===== src/hw/rtl/spq_pkg.sv =====
package spq_pkg;

	localparam int VAL_W        = 32;
	localparam int CNT_OUT_W    = 5;
	localparam int CAPACITY_DEF = 16;

	typedef logic [1:0] op_t;

	localparam op_t OP_INSERT = 2'd0;
	localparam op_t OP_REMOVE = 2'd1;
	localparam op_t OP_CLEAR  = 2'd2;

	typedef struct packed {
		logic load;
		logic exec;
	} cmd_t;

endpackage


===== src/hw/rtl/spq_dp.sv =====
module spq_dp
	import spq_pkg::*;
#(
	parameter int CAPACITY = CAPACITY_DEF
) (
	input  logic                    clk,
	input  logic                    arst_n,
	input  cmd_t                    cmd,
	input  op_t                     req_op,
	input  logic signed [VAL_W-1:0] req_value,
	output logic signed [VAL_W-1:0] smallest,
	output logic [CNT_OUT_W-1:0]    entry_count,
	output logic                    is_empty,
	output logic                    is_full,
	output logic                    error
);

	localparam int CW = $clog2(CAPACITY + 1);
	localparam int EW = (CW > CNT_OUT_W) ? CW : CNT_OUT_W;

	op_t                     op_q;
	logic signed [VAL_W-1:0] value_q;
	logic signed [VAL_W-1:0] cells_q [CAPACITY];
	logic signed [VAL_W-1:0] cells_d [CAPACITY];
	logic [CW-1:0]           cnt_q;
	logic [CW-1:0]           cnt_d;
	logic [CAPACITY-1:0]     less;
	logic [CAPACITY:0]       lt_up;
	logic                    full;
	logic                    ins_ok;
	logic                    rem_ok;
	logic                    err_d;
	logic signed [VAL_W-1:0] head_d;
	logic [EW-1:0]           cnt_ext;

	assign full   = (cnt_q == CW'(CAPACITY));
	assign ins_ok = (op_q == OP_INSERT) && !full;
	assign rem_ok = (op_q == OP_REMOVE) && (cnt_q != '0);
	assign err_d  = ((op_q == OP_INSERT) && full) || ((op_q == OP_REMOVE) && (cnt_q == '0));

	always_comb begin
		for (int i = 0; i < CAPACITY; i++) begin
			less[i] = (CW'(i) < cnt_q) && (cells_q[i] < value_q);
		end
		lt_up = {less, 1'b1};
	end

	always_comb begin
		for (int i = 0; i < CAPACITY; i++) begin
			if (op_q == OP_REMOVE) begin
				cells_d[i] = cells_q[(i == CAPACITY - 1) ? i : i + 1];
			end else if (less[i]) begin
				cells_d[i] = cells_q[i];
			end else if (lt_up[i]) begin
				cells_d[i] = value_q;
			end else begin
				cells_d[i] = cells_q[(i == 0) ? 0 : i - 1];
			end
		end
	end

	always_comb begin
		priority if (ins_ok) begin
			cnt_d = cnt_q + CW'(1);
		end else if (rem_ok) begin
			cnt_d = cnt_q - CW'(1);
		end else if (op_q == OP_CLEAR) begin
			cnt_d = '0;
		end else begin
			cnt_d = cnt_q;
		end
	end

	assign head_d  = (ins_ok || rem_ok) ? cells_d[0] : cells_q[0];
	assign cnt_ext = EW'(cnt_d);

	always_ff @(posedge clk) begin
		if (cmd.load) begin
			op_q    <= req_op;
			value_q <= req_value;
		end
		if (cmd.exec && (ins_ok || rem_ok)) begin
			cells_q <= cells_d;
		end
		if (cmd.exec) begin
			smallest    <= (cnt_d != '0) ? head_d : '0;
			entry_count <= cnt_ext[CNT_OUT_W-1:0];
			is_empty    <= (cnt_d == '0);
			is_full     <= (cnt_d == CW'(CAPACITY));
			error       <= err_d;
		end
	end

	always_ff @(posedge clk or negedge arst_n) begin
		if (!arst_n) begin
			cnt_q <= '0;
		end else if (cmd.exec) begin
			cnt_q <= cnt_d;
		end
	end

	a_cnt_bound: assert property (@(posedge clk) disable iff (!arst_n)
		cnt_q <= CW'(CAPACITY))
		else $error("entry count above capacity");

	a_full_insert_hold: assert property (@(posedge clk) disable iff (!arst_n)
		cmd.exec && (op_q == OP_INSERT) && full |=> $stable(cnt_q) && error)
		else $error("insert into full store changed the count");

	a_clear_empties: assert property (@(posedge clk) disable iff (!arst_n)
		cmd.exec && (op_q == OP_CLEAR) |=> (cnt_q == '0) && is_empty && !error)
		else $error("clear left entries behind");

endmodule


===== config.mk =====
export PLATFORM = sky130hd
export DESIGN_NAME = spq_dp
export DESIGN_NICKNAME = d
export VERILOG_FILES = /design/src/hw/rtl/spq_pkg.sv /design/src/hw/rtl/spq_dp.sv
export SDC_FILE = /design/constraint.sdc
export NUM_CORES = 2
export LEC_CHECK = 0
export BUFFER_PORTS_ARGS = -buffer_cell sky130_fd_sc_hd__buf_2
export CORE_MARGIN = 2
export CORE_UTILIZATION = 55
export CTS_BUF_LIST = sky130_fd_sc_hd__clkbuf_8 sky130_fd_sc_hd__clkbuf_16
export DETAILED_ROUTE_END_ITERATION = 6
export PLACE_DENSITY = 0.77
export SKIP_LAST_GASP = 1
export SLEW_MARGIN = 20
export SYNTH_ARGS = -nofsm -noshare
export SYNTH_HDL_FRONTEND = slang
export SYNTH_SLANG_ARGS = --single-unit

===== constraint.sdc =====
create_clock -name clk -period 9.35 [get_ports clk]
set_clock_uncertainty 0.1 [all_clocks]
set_input_delay 0.4675 -clock clk [delete_from_list [all_inputs] [get_ports clk]]
set_output_delay 0.4675 -clock clk [all_outputs]
set_load 0.01 [all_outputs]

# == Yosys cells after proc, flatten, opt, wreduce, memory -nomap -nowiden ==
# Index checks and enable logic that the tools add are counted.
# totals
register_bits,591
out_inout_bits,40
wordCells,171
# op_classes
n_addsub,2
order_cmp,32
n_eq_ne,18
muxes,49
bitwise_logic,2
reduce_logical,44
# ops
operator,count
$mux W32,46
$lt A32 B32 Y1,16
$lt A4 B5 Y1 const A,8
$ne A2 B1 Y1 const B,14
$reduce_and A2 Y1,14
$logic_and A1 B1 Y1,21
$lt A3 B5 Y1 const A,4
$mux W5,3
$eq A5 B5 Y1 const B,2
$logic_not A5 Y1,2
$lt A1 B5 Y1 const A,2
$lt A2 B5 Y1 const A,2
$reduce_bool A5 Y1,2
$add A5 B1 Y5 const B,1
$sub A5 B1 Y5 const B,1
$reduce_and A3 Y1,1
$eq A2 B1 Y1 const B,1
$eq A2 B2 Y1 const B,1
$logic_not A2 Y1,1
$logic_or A1 B1 Y1,2
$not A1 Y1,2
$logic_not A1 Y1,1

# == Longest topological paths before layout ==
# depth
ltp_word,6
mapped_depth,13
mapped_depth_nobuf,10

# == Worst setup path before layout ==
# OpenSTA, ideal clock, no wires.
# synth_path
path_kind,register -> register
start,register value_q[7]
end,register cells_q[32] (netlist name) (enable)
setup_time_ns,0.432
t_arrival_ns,4.436
slack_ns,4.382
stages_incl_launch_ff,12
period_less_slack_ns,4.968
cell_sequence,edfxtp_1 inv_1 ha_1 a211o_1 a21oi_1 o21ai_1 a2111oi_0 o31ai_1 a211oi_1 mux2_2 buf_2 a21oi_1
# synth_between
elab_chain_len,4
# synth_rtl
item,line,rtl
"start, declared",spq_dp.sv:22,logic signed [VAL_W-1:0] value_q;
"start signal, assigned",spq_dp.sv:80,value_q <= req_value;
$lt A32 B32 Y1,spq_dp.sv:43,less[i] = (CW'(i) < cnt_q) && (cells_q[i] < value_q);
$logic_and A1 B1 Y1,spq_dp.sv:43,
$ne A2 B1 Y1 (no line),-,
$reduce_and A2 Y1 (no line),-,
"end signal, assigned",spq_dp.sv:83,cells_q <= cells_d;
"end, declared",spq_dp.sv:23,logic signed [VAL_W-1:0] cells_q [CAPACITY];
# Every way passes these cells.
# A chain may end at the register's enable or synchronous reset.

# == Worst setup path after layout ==
# layout_path
start,register value_q[16]
end,register smallest[0] (data pin)
# layout_between
elab_chain_len,5
# layout_rtl
item,line,rtl
$lt A32 B32 Y1,spq_dp.sv:43,
$logic_and A1 B1 Y1,spq_dp.sv:43,
$mux W32,spq_dp.sv:52,end else if (less[i]) begin
$mux W32,spq_dp.sv:50,if (op_q == OP_REMOVE) begin
$mux W32,spq_dp.sv:74,assign head_d = (ins_ok || rem_ok) ? cells_d[0] : cells_q[0];
"end signal, assigned",spq_dp.sv:86,smallest <= (cnt_d != '0) ? head_d : '0;
"end, declared",spq_dp.sv:11,"output logic signed [VAL_W-1:0] smallest,"
# Every way passes these cells.

==> impl_metrics.csv <==
group,metric,value,unit
place,dp_hpwl,83900,um
timing,fin_crit,5470,ps
floorplan,die_area,72500,um^2
timing,worst_slack,3880,ps
place,dpl-instance-area,40000,um^2
finish,antennaDiodeCount,0,
global_routing,antenna_found_initial,2,
run,drv_cap,0,
cts,cts_tree,"built",
detailed_routing,vias_per_cell,6.96,
cts,cts_buffers,67,
critical_path,start_kind,"register",
yosys,ys_seq_area_share,45.8,%
detailed_routing,vias,31870,
global_routing,grt_max_degree,163,
detailed_routing,drtPass1Iterations,7,
timing,drv_slew,0,
global_routing,track_usage,31.9,%
finish,syn2layout_area_growth,9.97,%
timing,max_freq,183,MHz
timing,slew_headroom,27.1,%
place,pre_cts_slack,4110,ps
cts,path_clk_slew,60,ps
cts,cts_sinks,591,
global_routing,grt_overflow,0,
critical_path,arrival,5690,ps
detailed_routing,wl_per_cell,25.7,um
timing,worst-slew-pin-transition,1090,ps
yosys,yosys_most_used_dff,"edfxtp_1",
yosys,synth_commonest_cells,"edfxtp_1, ha_1, nor2_1",
floorplan,boundaryPins,78,
finish,multiInputGateArea,19900,um^2
yosys,synth_warnings,0,
timing,fin_setup_tns,0,ps
floorplan,fp.dieW,269,um
timing,finalCritPeriodShare,58.5,%
yosys,synthArstFlopShare,0.846,%
yosys,synth_most_common_cell,"edfxtp_1",
critical_path,cp_max_fo,33,
yosys,synthTopCellsByArea,"edfxtp_1, ha_1, a221o_1",
pwr,vdd_drop_max,0.185,mV
finish,fill_cells,5620,
cts,root_buffer,"clkbuf_16",
yosys,synth.distinct_cells,70,
detailed_routing,drt_wl_total,118000,um
global_routing,grt_pass1_vias,30988,
detailed_routing,drc,0,
place,routabilityCongestion,0.950,
yosys,synth_area,38700,um^2
critical_path,crit_type,"register to register",
yosys,synth_top_cell_by_area,"edfxtp_1",
finish,regArea,17700,um^2
cts,worstSkewPairLatency,630,ps
cts,post_cts_buffers,0,
outcome,outcome,"complete, no violations",
pwr,p_leak,16.9,nW
place,buffer_ports.inserted,77,
floorplan,rows,97,
floorplan,die_h,269,um
critical_path,worstPathRequired,9570,ps
timing,setup_violations,0,
global_routing,grt_pass1_wl,183000,um
yosys,ys_seq_elements,591,
cts,htree_levels,3,
pwr,finalPower,10.4,mW
timing,rsz0062_at_grt,"false",
finish,layout-drive-gt1-share,7.72,%
yosys,synth_top_area_share,45.4,%
floorplan,core_area,69900,um^2
yosys,synth_edf_count,586,
pwr,powerDensity,244,nW/um^2
yosys,postSynthAreaPerCell,10.8,um^2
yosys,syn_inst,3592,
detailed_routing,drt_iter0_drc,4354,
timing,final_hold_viol_count,0,
floorplan,start_util,55.4,%
worst_hold_path,hp-class,"primary input to async pin",
cts,clockBufferDepth,3,
finish,nets,4131,
detailed_routing,antenna_left,0,
finish,postLayoutCoreUtil,60.9,%
critical_path,endpoint_kind,"register",
yosys,synth_nets,4129,
finish,fin_area,42600,um^2
-- cells by family after synthesis --
family / after synthesis / synth area share (%)
xor+xnor: 2 / 0.0452
mux: 74 / 2.04
fa+ha+maj: 499 / 16.1
simple gates: 965 / 10.9
compound gates: 1130 / 21.7
buf+inv: 331 / 3.43
flops: 591 / 45.8
-- placed cells by master (no fill, tap or decap), types with 14 or more instances in the layout --
| cell type | synthesis | final |
|---|---|---|
| nand3_1 | 52 | 52 |
| nand4_1 | 65 | 65 |
| edfxtp_1 | 586 | 586 |
| a221o_1 | 328 | 328 |
| dlygate4sd3_1 | 0 | 35 |
| a21oi_1 | 202 | 196 |
| nand2b_1 | 25 | 24 |
| mux2_1 | 29 | 29 |
| o21a_1 | 21 | 21 |
| clkbuf_16 | 0 | 71 |
| a21o_1 | 64 | 64 |
| a22oi_1 | 97 | 97 |
| clkinv_1 | 0 | 14 |
| inv_1 | 86 | 104 |
| nor3_1 | 20 | 19 |
| mux2i_1 | 36 | 32 |
| o221ai_1 | 41 | 41 |
| buf_2 | 45 | 77 |
| ha_1 | 499 | 499 |
| nand2_1 | 341 | 341 |
| a211oi_1 | 31 | 30 |
| o211ai_1 | 56 | 56 |
| nor2_1 | 380 | 368 |
| o21ai_0 | 200 | 199 |
| buf_4 | 0 | 59 |
| nor4_1 | 15 | 15 |
-- power breakdown --
group	total [mW]	switching (mW)	leakage [nW]	internal, mW
registers	4.18	0.474	5.61	3.71
clock network	2.63	1.12	1.10	1.51
logic	3.59	2.22	10.2	1.38
-- final cells by class --
class | count | share of cell area, %
repair buffers | 178 | 3.17
multi-input cells | 2670 | 46.8
clock inverters | 44 | 0.726
clock buffers | 72 | 4.20
inverters | 86 | 0.758
flip-flops and latches | 591 | 41.6
well taps | 940 | 2.76
-- registers in the layout, summed over array words and instances, names as in the netlist --
signal / count
is_full: 1
cnt_q: 5
is_empty: 1
smallest: 32
entry_count: 5
op_q: 2
cells_q: 512
value_q: 32
error: 1
-- layer usage --
metal / vias up / track usage [%] / share of wire, % / routed length, um
met4: 0 / 14.0 / 4.7 / 5500
met1: 15339 / 43.8 / 41 / 47900
met5: - / 0 / 0 / 0
li1: 14237 / - / - / -
met2: 1957 / 50.6 / 46 / 54100
met3: 337 / 4.44 / 8.9 / 10500
-- final timing paths --
path                              from  slack, ps  cells after the start     endpoint
setup / recovery           value_q[16]       3880                     11  smallest[0]
hold / removal                  arst_n         90                      2     cnt_q[4]
setup reg to reg           value_q[16]       3880                     11  smallest[0]
hold reg to reg            cells_q[19]        470                      1  cells_q[51]
max in group asynchronous       arst_n       8930                      2     cnt_q[2]
min in group clk                cmd[1]        140                      1   value_q[0]
-- per-stage QoR --
| stage | cells | hold slack, ps |
|---|---|---|
| detailed placement | 4426 | 189 |
| floorplan | 3592 | 71.9 |
| finish | 4581 | 92.5 |
| CTS | 4577 | 78.1 |
| global placement | 4426 | 185 |
| global route | 4581 | 93.7 |
-- timing repair --
item	4_1_cts	5_1_grt
resized for setup	0	0
hold buffers	35	0
setup endpoints to repair	0	0
hold endpoints to repair	39	0
-- critical path: stages (launching register included) --
cell,delay [ps]
edfxtp_1,480
inv_1,670
ha_1,250
nand4_1,130
nor4_1,800
nand2_1,180
nor3_1,670
nor3_1,250
or3b_2,840
nand3_1,180
buf_4,380
o221ai_1,210
Power figures use the tool's default switching activity.
