===== src/hw/rtl/spq_pkg.sv =====
package spq_pkg;

	localparam int VAL_W        = 32;
	localparam int CNT_OUT_W    = 5;
	localparam int CAPACITY_DEF = 16;

	typedef logic [1:0] op_t;

	localparam op_t OP_INSERT = 2'd0;
	localparam op_t OP_REMOVE = 2'd1;
	localparam op_t OP_CLEAR  = 2'd2;

	typedef struct packed {
		logic load;
		logic exec;
	} cmd_t;

endpackage


===== src/hw/rtl/spq_ctrl.sv =====
module spq_ctrl
	import spq_pkg::*;
(
	input  logic clk,
	input  logic arst_n,
	input  logic req_valid,
	output logic req_ready,
	output logic rsp_valid,
	input  logic rsp_ready,
	output cmd_t cmd
);

	typedef enum logic [1:0] {
		ST_IDLE = 2'b01,
		ST_EXEC = 2'b10
	} state_t;

	state_t state_q;
	state_t state_d;
	logic   rsp_valid_q;

	assign req_ready = (state_q == ST_IDLE);
	assign rsp_valid = rsp_valid_q;

	always_comb begin
		state_d  = state_q;
		cmd.load = 1'b0;
		cmd.exec = 1'b0;
		unique case (state_q)
			ST_IDLE: begin
				if (req_valid) begin
					cmd.load = 1'b1;
					state_d  = ST_EXEC;
				end
			end
			ST_EXEC: begin
				if (!rsp_valid_q || rsp_ready) begin
					cmd.exec = 1'b1;
					state_d  = ST_IDLE;
				end
			end
			default: begin
				state_d = ST_IDLE;
			end
		endcase
	end

	always_ff @(posedge clk or negedge arst_n) begin
		if (!arst_n) begin
			state_q     <= ST_IDLE;
			rsp_valid_q <= 1'b0;
		end else begin
			state_q <= state_d;
			if (cmd.exec) begin
				rsp_valid_q <= 1'b1;
			end else if (rsp_ready) begin
				rsp_valid_q <= 1'b0;
			end
		end
	end

endmodule


===== config.mk =====
export PLATFORM = sky130hd
export DESIGN_NAME = spq_ctrl
export DESIGN_NICKNAME = d
export VERILOG_FILES = /design/src/hw/rtl/spq_pkg.sv /design/src/hw/rtl/spq_ctrl.sv
export SDC_FILE = /design/constraint.sdc
export NUM_CORES = 1
export LEC_CHECK = 0
export BUFFER_PORTS_ARGS = -buffer_cell sky130_fd_sc_hd__buf_4
export CAP_MARGIN = 20
export CORE_AREA = 10 10 47 49
export CTS_BUF_LIST = sky130_fd_sc_hd__clkbuf_4
export CTS_CLUSTER_SIZE = 14
export DETAILED_ROUTE_END_ITERATION = 16
export DIE_AREA = 0 0 57 59
export PLACE_DENSITY = 0.31
export SKIP_LAST_GASP = 1
export SYNTH_ARGS = -nofsm -noshare
export SYNTH_HDL_FRONTEND = slang
export SYNTH_SLANG_ARGS = --single-unit
export TNS_END_PERCENT = 30

===== constraint.sdc =====
create_clock -name clk -period 1.4 [get_ports clk]
set_input_delay 0.14 -clock clk [delete_from_list [all_inputs] [get_ports clk]]
set_output_delay 0.14 -clock clk [all_outputs]
set_load 0.01 [all_outputs]

# Word-level counts from Yosys, hierarchy flattened
# Index checks and enable logic that the tools add are counted.
totals:
  reg_bits: 3
  out_inout_bits: 4
classes:
  eq_ne: 4
  n_mux: 9
  reduce_logical: 4
op_table:
  columns: ["cell", "count"]
  rows:
  - ["$mux 1", 6]
  - ["$mux 2", 2]
  - ["$ne 2x2->1 const B", 2]
  - ["$pmux 2 s2", 1]
  - ["$eq 2x1->1 const B", 1]
  - ["$eq 2x2->1 const B", 1]
  - ["$reduce_and 2->1", 1]
  - ["$reduce_bool 2->1", 1]
  - ["$logic_not 1->1", 1]
  - ["$logic_or 1x1->1", 1]

# Depth between registers and ports, before layout
# Gate-level depths: netlist of the first run.
logic_depth:
  depth_word: 5
  ltp_mapped: 2
  mapped_depth_nobuf: 2

# Worst setup path before layout of the first run
# OpenSTA, ideal clock, no wires.
synth_timing:
  path_type: "reg-to-reg"
  startpoint: "reg state_q[0]"
  endpoint: "reg state_q[0]"
  setup_ns: 0.087
  arrival_ns: 0.842
  t_required_ns: 1.313
  path_slack_ns: 0.471
  stages_incl_launch_ff: 3
  n_path_buf: 0
  period_less_slack_ns: 0.929
  cell_sequence: "dfstp_2 nor2b_1 a2bb2oi_1"
synth_via:
  elab_chain_len: 3
synth_lines:
  columns: ["element", "line_no", "source"]
  rows:
  - ["from (decl)", "spq_ctrl.sv:18", "state_t state_q;"]
  - ["from (signal assigned)", "spq_ctrl.sv:53", "state_q <= state_d;"]
  - ["$eq 2x1->1 (*)", null, null]
  - ["named net req_ready", "spq_ctrl.sv:7", "output logic req_ready,"]
  - ["$ne 2x2->1 (no line)", null, null]
  - ["$reduce_and 2->1 (no line)", null, null]
# Mark *: on every way through the listed nets, which the timed path passes. The rest lies on a longest branch.
# A chain may end at the register's enable or synchronous reset.

==> run_results.csv, run 1 <==
group,metric,value,unit
layout,most-common-layout-cells,"buf_4 (7), clkbuf_4 (4), nand2b_1 (2), nor2b_1 (2), dfrtp_1 (2)",
global_routing,antenna_found_initial,0,
timing,worst_pin_slew,147.7,ps
place,gp_congestion,0.6411,
power_and_ir_drop,ir_worst_vdd,0.0003488,V
global_routing,overflow,0,
synthesis,ys_ff_latch,3,
floorplan,die_x,57,um
clocking,cts_sinks,3,
detailed_routing,num_vias,113,
setup_path,start_kind,"register",
detailed_routing,dr.pass1.iters,2,
global_routing,grt_pass1_wl,627,um
timing,slew_headroom,0.9013,
timing,clock_skew,0.8835,ps
global_routing,grt_start_max_net_pins,5,
floorplan,num_rows,14,
floorplan,dieArea,3363,um^2
power_and_ir_drop,powerDensity,1424,nW/um^2
synthesis,synth_top_area_cell,"dfrtp_1",
timing,hold_viol,0,
detailed_routing,routed_via_density,2.897,
timing,finalSetupViolations,0,
synthesis,synthDistinctLibCells,8,
clocking,cts_tree,"done",
place,dp_hpwl,314.6,um
power_and_ir_drop,swShare,0.2380,
clocking,cts_buffer_depth,2,
synthesis,synth_top_area_frac,0.3846,
layout,design_area,242.7,um^2
floorplan,core,1401,um^2
timing,fin_crit_sh,0.8979,
synthesis,yosys_warnings,0,
global_routing,track_usage,0.02982,
timing,min_period,1257,ps
layout,area_growth,86.54,%
setup_path,path_class,"reg2out",
power_and_ir_drop,p_total,0.0003455,W
detailed_routing,routedWlPerCell,10.13,um
floorplan,initial_utilization,0.09286,
synthesis,seq_area_frac_synth,0.5865,
job,maxCapViolCount,0,
layout,final_common_cell,"buf_4",
power_and_ir_drop,pwr-share-clk,0.504,
synthesis,synth_area,130.1,um^2
clocking,cts_inserted_buffers,3,
detailed_routing,drc,0,
power_and_ir_drop,combPwrFrac,0.187,
detailed_routing,drtIter0Drc,6,
timing,layout_setup_ws,142.9,ps
place,pre_cts_slack,387.2,ps
layout,nNetsFinal,28,
setup_path,critical_path_required,1260,ps
timing,tns,0,ps
clocking,cts_setup_buffers,0,
setup_path,path_max_fanout,4,
clocking,cts-root-buf,"clkbuf_4",
clocking,clk_pin_slew,40,ps
worst_hold_path,min_path_type,"in2reg",
detailed_routing,routed_wl,395,um
clocking,htree_levels,1,
detailed_routing,ant_nets,0,
floorplan,die_h,59,um
layout,diodes,0,
timing,holdWs,51.53,ps
timing,fmax,0.7955,GHz
clocking,cts-resized-gates,0,
synthesis,synthTopCellsByArea,"dfrtp_1 (38%), dfstp_2 (20%), nand2b_1 (9.6%)",
synthesis,syn-num-nets,15,
synthesis,syn_area_per_cell,11.83,um^2
power_and_ir_drop,p_switching,0.00008223,W
timing,finalMaxSlewViolations,0,
power_and_ir_drop,p_leak,0.1181,nW
power_and_ir_drop,p_int,0.0002633,W
floorplan,io_pins,8,
place,placed_area,202.7,um^2
setup_path,end_kind,"primary output",
global_routing,first_global_vias,122,
setup_path,cp.arrival,1120,ps
clocking,cts-hold-fix-buffers,1,
power_and_ir_drop,seq_power_share,0.309,
status,status,"finished, final reports clean",
clocking,clock_latency,230,ps
place,port_buffers,7,
layout,drive_gt1_frac,0.5217,
timing,rsz0062_at_grt,"false",
synthesis,netlist_instances,11,
==> synth_stat cells <==
master     count
a2bb2oi_1      1
and3b_1        1
dfrtp_1        2
dfstp_2        1
nand2_1        1
nand2b_1       2
nor2b_1        2
o21bai_1       1
==> state kept, by name, indices dropped and copies added, names as in the netlist <==
signal and flops:
state_q 2, rsp_valid 1
==> worst paths after layout <==
| path | from | end | slack (ps) | depth (start not counted) |
|---|---|---|---|---|
| setup / recovery | state_q[0]$_DFFE_PN1P_ | cmd[0] | 140 | 3 |
| hold / removal | req_valid | state_q[0]$_DFFE_PN1P_ | 50 | 2 |
| setup reg to reg | state_q[0]$_DFFE_PN1P_ | state_q[0]$_DFFE_PN1P_ | 460 | 2 |
| hold reg to reg | rsp_valid$_DFFE_PN0P_ | rsp_valid$_DFFE_PN0P_ | 580 | 2 |
| max in group asynchronous | arst_n | state_q[0]$_DFFE_PN1P_ | 990 | 2 |
| min in group asynchronous | arst_n | rsp_valid$_DFFE_PN0P_ | 220 | 2 |
==> area by class of cell <==
type | instances | area [um^2]
Clock buffer | 4 | 30.03
Fill cell | 165 | 1159
Multi-Input combinational cell | 8 | 53.80
Sequential cell | 3 | 76.32
Tap cell | 16 | 20.02
Timing Repair Buffer | 8 | 62.56
==> power groups by stage <==
| stage | logic (W) | registers, W | clock network (W) |
|---|---|---|---|
| 6_report | 0.0000645 | 0.000107 | 0.000174 |
| 5_1_grt | 0.0000709 | 0.000109 | 0.000201 |
| 4_1_cts | 0.0000664 | 0.000107 | 0.000182 |
| 3_5_place_dp | 0.0000639 | 0.000108 | 0 |
| 3_3_place_gp | 0.0000628 | 0.000107 | 0 |
| 2_1_floorplan | 0.0000273 | 0.000108 | 0 |
==> metal layers <==
metal,up-vias,part of all wire,global-route usage
li1,61,-,-
met1,44,0.61,0.03325
met2,8,0.26,0.01550
met3,0,0.13,0.04077
met4,0,0,0.04027
met5,-,0,0
==> metrics by stage <==
stage / util / cells
after floorplan: - / 11
after detailed placement: 0.1446 / 34
after global placement: 0.1446 / 34
final: 0.1732 / 39
after global routing: 0.1732 / 39
after CTS: 0.1732 / 39
==> worst max-delay path, cell delays in order, from the launching register on <==
cell and delay [ps]:
dfstp_2 520, nand2b_1 160, nor2b_1 60, buf_4 140
==> logic make-up after synthesis <==
| kind of cell | count (synthesis) | share of synthesized area |
|---|---|---|
| compound gates | 2 | 0.1250 |
| flops | 3 | 0.5866 |
| simple gates | 6 | 0.2884 |
Note: power is estimated with default switching activity, not from simulation.
==> inputs of run 2 (changes only) <==
- GPL_TIMING_DRIVEN: unset -> 0
==> run 2 against run 1 <==
Hold slack better by 9.1 ps. Clock skew up 0.92 ps. Critical path depth unchanged. Highest routed layer unchanged.
==> run_results.csv, run 2 (synthesized netlist as in run 1, its figures left out) <==
group,metric,value,unit
global_routing,first_global_vias,140,
setup_path,crit_chain,"nand2b_1 -> nor2b_1 -> buf_4",
power_and_ir_drop,pwr-share-clk,0.502,
layout,nNetsFinal,28,
setup_path,start_kind,"register",
floorplan,die_h,59,um
detailed_routing,routedWlPerCell,9.000,um
setup_path,path_class,"reg2out",
layout,largest_reg_flops,2,
place,gp_congestion,0.6448,
layout,area_growth,86.54,%
setup_path,path_max_fanout,4,
setup_path,reg2reg_depth,2,
clocking,cts_setup_buffers,0,
setup_path,cp_num_buf_inv,1,
clocking,cts-root-buf,"clkbuf_4",
timing,fmax,0.7948,GHz
job,maxCapViolCount,0,
global_routing,track_usage,0.02510,
worst_hold_path,min_path_type,"in2reg",
timing,layout_setup_ws,141.8,ps
power_and_ir_drop,p_int,0.0002632,W
timing,rsz0062_at_grt,"false",
floorplan,io_pins,8,
power_and_ir_drop,p_switching,0.00007924,W
clocking,clk_pin_slew,40,ps
power_and_ir_drop,p_leak,0.1181,nW
detailed_routing,routed_wl,351,um
global_routing,grt_pass1_wl,579,um
global_routing,grt_start_max_net_pins,5,
power_and_ir_drop,combPwrFrac,0.187,
setup_path,cp.arrival,1120,ps
power_and_ir_drop,p_total,0.0003424,W
layout,top_register,"state_q",
layout,diodes,0,
floorplan,core,1401,um^2
clocking,htree_levels,1,
detailed_routing,num_vias,113,
layout,final_common_cell,"buf_4",
clocking,cts_buffer_depth,2,
detailed_routing,ant_nets,0,
status,status,"finished, final reports clean",
timing,fin_crit_sh,0.8987,
timing,finalMaxSlewViolations,0,
worst_hold_path,hold_path_depth,2,
timing,tns,0,ps
clocking,cts_sinks,3,
global_routing,antenna_found_initial,0,
power_and_ir_drop,seq_power_share,0.311,
setup_path,critical_path_required,1260,ps
detailed_routing,drtIter0Drc,0,
setup_path,critPathSlowestCell,"dfstp_2",
layout,final.fill_count,160,
clocking,clock_latency,230,ps
clocking,cts_tree,"done",
floorplan,dieArea,3363,um^2
place,dp_hpwl,288.3,um
power_and_ir_drop,ir_worst_vdd,0.0003004,V
setup_path,slowest_delay,520,ps
setup_path,critPathTopFamily,"flip-flops",
timing,slew_headroom,0.8990,
setup_path,rr_endpoint,"state_q[0]$_DFFE_PN1P_",
power_and_ir_drop,swShare,0.2314,
timing,finalSetupViolations,0,
timing,worst_pin_slew,150.9,ps
layout,fin_util,0.1732,
place,port_buffers,7,
place,pre_cts_slack,385.0,ps
setup_path,ff2ff_setup_slack,440,ps
timing,min_period,1258,ps
worst_hold_path,hold_end,"state_q[0]$_DFFE_PN1P_",
floorplan,die_x,57,um
clocking,cts_inserted_buffers,3,
global_routing,overflow,0,
timing,hold_viol,0,
layout,drive_gt1_frac,0.5217,
detailed_routing,drc,0,
detailed_routing,routed_via_density,2.897,
setup_path,r2r_start,"state_q[0]$_DFFE_PN1P_",
floorplan,num_rows,14,
floorplan,initial_utilization,0.09286,
layout,most-common-layout-cells,"buf_4 (7), clkbuf_4 (4), nand2b_1 (2), nor2b_1 (2), dfrtp_1 (2)",
detailed_routing,dr.pass1.iters,1,
setup_path,end_kind,"primary output",
worst_hold_path,min-delay-start,"req_valid",
power_and_ir_drop,powerDensity,1411,nW/um^2
timing,clock_skew,1.805,ps
[run 2: per-layer routing]
metal  GRT usage  share of wire
met5           0              0
met2     0.01550           0.25
met3     0.02790           0.19
met4     0.03020              0
met1     0.03099           0.56
[run 2: final cells by class]
type                            count  area, um^2  share of cell area
Sequential cell                     3       76.32              0.3144
Timing Repair Buffer                8       62.56              0.2577
Multi-Input combinational cell      8       53.80              0.2216
Clock buffer                        4       30.03              0.1237
Tap cell                           16       20.02             0.08247
[run 2: how the worst max path moves through the flow]
stage | startpoint | end | slack (ps) | cells after the start
2_1_floorplan | state_q[0]$_DFFE_PN1P_ | state_q[0]$_DFFE_PN1P_ | 470 | 2
6_report | state_q[0]$_DFFE_PN1P_ | cmd[0] | 140 | 3
3_5_place_dp | state_q[0]$_DFFE_PN1P_ | cmd[0] | 380 | 3
4_1_cts | state_q[0]$_DFFE_PN1P_ | cmd[0] | 130 | 3
5_1_grt | state_q[0]$_DFFE_PN1P_ | cmd[0] | 90 | 3
3_3_place_gp | state_q[0]$_DFFE_PN1P_ | cmd[0] | 390 | 3
[run 2: power by group through the flow]
stage	Clock [W]	Sequential [W]	Combinational (W)
final	0.000172	0.000106	0.0000639
after global routing	0.000185	0.000108	0.0000711
after CTS	0.000180	0.000106	0.0000658
after detailed placement	0	0.000107	0.0000632
after global placement	0	0.000107	0.0000623
after floorplan	0	0.000108	0.0000273
[run 2: worst reg2reg max path, stage by stage, from the launching register on]
cell and delay, ps:
dfstp_2 520, nand2b_1 170, a2bb2oi_1 190
[run 2: what timing repair did]
item,CTS,global route
resized for setup,0,0
hold buffers,1,0
endpoints found under the hold margin,3,0
[run 2: metrics by stage]
stage | instance area, um^2 | cells | hold WS, ps
global route | 242.7 | 39 | 57.59
global placement | 202.7 | 34 | -70.60
floorplan | 130.1 | 11 | -155.6
finish | 242.7 | 39 | 60.66
CTS | 242.7 | 39 | 50.88
detailed placement | 202.7 | 34 | -67.97
==> inputs of run 3 (changes only) <==
- RECOVER_POWER: unset -> 100
==> run 3 against run 2 <==
Critical path depth unchanged. Core utilization down 1.3 points. Hold slack better by 0.63 ps. Clock power about the same. Maximum frequency up 0.66%. First-iteration DRC count up 2. Routed wire length up 0.57%. Non-clock buffer count unchanged. Combinational power down 19%. Clock-buffer cell count unchanged. Register-to-register slack about the same. Critical endpoint unchanged.
==> run_results.csv, run 3 (synthesized netlist as in run 1, its figures left out) <==
group,metric,value,unit
status,status,"finished, final reports clean",
setup_path,r2r_start,"state_q[0]$_DFFE_PN1P_",
setup_path,rr_endpoint,"state_q[0]$_DFFE_PN1P_",
layout,top_register,"state_q",
setup_path,critPathSlowestCell,"dfstp_2",
timing,worst_pin_slew,150.9,ps
floorplan,io_pins,8,
global_routing,grt_start_max_net_pins,5,
job,maxCapViolCount,0,
power_and_ir_drop,powerDensity,1463,nW/um^2
global_routing,track_usage,0.02510,
setup_path,reg2reg_depth,2,
timing,hold_viol,0,
setup_path,path_max_fanout,4,
global_routing,grt_pass1_wl,579,um
detailed_routing,drc,0,
detailed_routing,met3_length,49,um
clocking,cts_tree,"done",
setup_path,ff2ff_setup_slack,440,ps
detailed_routing,dr.pass1.iters,4,
clocking,cts_inserted_buffers,3,
place,dp_hpwl,288.3,um
floorplan,dieArea,3363,um^2
place,pre_cts_slack,385.0,ps
floorplan,initial_utilization,0.09286,
power_and_ir_drop,p_leak,0.09868,nW
clocking,clock_latency,230,ps
layout,diodes,0,
detailed_routing,drtIter0Drc,2,
layout,drive_gt1_frac,0.3043,
worst_hold_path,hold_end,"state_q[0]$_DFFE_PN1P_",
timing,slew_headroom,0.8990,
detailed_routing,routedWlPerCell,9.051,um
setup_path,critical_path_required,1260,ps
clocking,cts-root-buf,"clkbuf_4",
setup_path,start_kind,"register",
detailed_routing,routed_via_density,2.872,
clocking,clk_pin_slew,40,ps
global_routing,antenna_found_initial,0,
layout,nNetsFinal,28,
clocking,htree_levels,1,
detailed_routing,routed.top_layer,"met3",
place,port_buffers,7,
timing,finalSetupViolations,0,
timing,finalMaxSlewViolations,0,
clocking,cts_setup_buffers,0,
clocking,cts_sinks,3,
floorplan,die_x,57,um
layout,final_common_cell,"clkbuf_1",
timing,fin_crit_sh,0.8928,
worst_hold_path,min_path_type,"in2reg",
detailed_routing,ant_nets,0,
floorplan,core,1401,um^2
worst_hold_path,min-delay-start,"req_valid",
timing,fmax,0.8001,GHz
detailed_routing,wl_met2,86,um
setup_path,path_class,"reg2out",
setup_path,slowest_delay,520,ps
timing,holdWs,61.29,ps
layout,largest_reg_flops,2,
layout,most-common-layout-cells,"clkbuf_1 (5), clkbuf_4 (4)",
detailed_routing,wl_met1,217,um
global_routing,first_global_vias,140,
layout,area_growth,72.12,%
setup_path,end_kind,"primary output",
power_and_ir_drop,p_total,0.0003278,W
setup_path,cp.arrival,1110,ps
timing,rsz0062_at_grt,"false",
clocking,cts_buffer_depth,2,
timing,tns,0,ps
timing,layout_setup_ws,150.1,ps
place,gp_congestion,0.6448,
floorplan,num_rows,14,
worst_hold_path,hold_path_depth,2,
floorplan,die_h,59,um
setup_path,crit_chain,"nand2b_1 -> nor2b_1 -> clkbuf_1",
power_and_ir_drop,ir_worst_vdd,0.0002847,V
timing,clock_skew,0.6301,ps
timing,min_period,1250,ps
detailed_routing,routed_wl,353,um
layout,fin_util,0.1598,
global_routing,overflow,0,
detailed_routing,num_vias,112,
run 3: layout make-up:
type | count | area, um^2
Fill cell | 168 | 1177
Sequential cell | 3 | 76.32
Multi-Input combinational cell | 8 | 53.80
Timing Repair Buffer | 8 | 43.79
Clock buffer | 4 | 30.03
Tap cell | 16 | 20.02
run 3: worst max path at each step:
stage | slack (ps) | start | depth (start not counted) | endpoint
floorplan | 470 | state_q[0]$_DFFE_PN1P_ | 2 | state_q[0]$_DFFE_PN1P_
global placement | 390 | state_q[0]$_DFFE_PN1P_ | 3 | cmd[0]
detailed placement | 380 | state_q[0]$_DFFE_PN1P_ | 3 | cmd[0]
CTS | 130 | state_q[0]$_DFFE_PN1P_ | 3 | cmd[0]
global route | 90 | state_q[0]$_DFFE_PN1P_ | 3 | cmd[0]
finish | 150 | state_q[0]$_DFFE_PN1P_ | 3 | cmd[0]
run 3: worst max-delay path: cells and delay by family (launching register included):
kind | cells | cell delay [ps]
and+or+nand+nor | 2 | 230
buffers and inverters | 1 | 130
DFF | 1 | 520
run 3: per-layer routing:
metal  vias to the layer above  track usage
met2                         8      0.01550
met3                         0      0.02790
met5                         -            0
met1                        43      0.03099
li1                         61            -
met4                         0      0.03020
run 3: stage by stage:
step           instances  instance area (um^2)
5_1_grt               39                 224.0
3_3_place_gp          34                 202.7
2_1_floorplan         11                 130.1
3_5_place_dp          34                 202.7
6_report              39                 224.0
4_1_cts               39                 242.7
run 3: timing repair:
item	in CTS	in global routing
endpoints found under the setup margin	0	0
endpoints found under the hold margin	3	0
hold buffers	1	0
gates resized for setup	0	0
run 3: power by group:
| part | total, W | switching [W] | internal, W |
|---|---|---|---|
| Clock | 0.000169 | 0.0000434 | 0.000126 |
| Sequential | 0.000107 | 0.00000615 | 0.000100 |
| Combinational | 0.0000518 | 0.0000275 | 0.0000243 |
| Total | 0.000328 | 0.0000770 | 0.000251 |
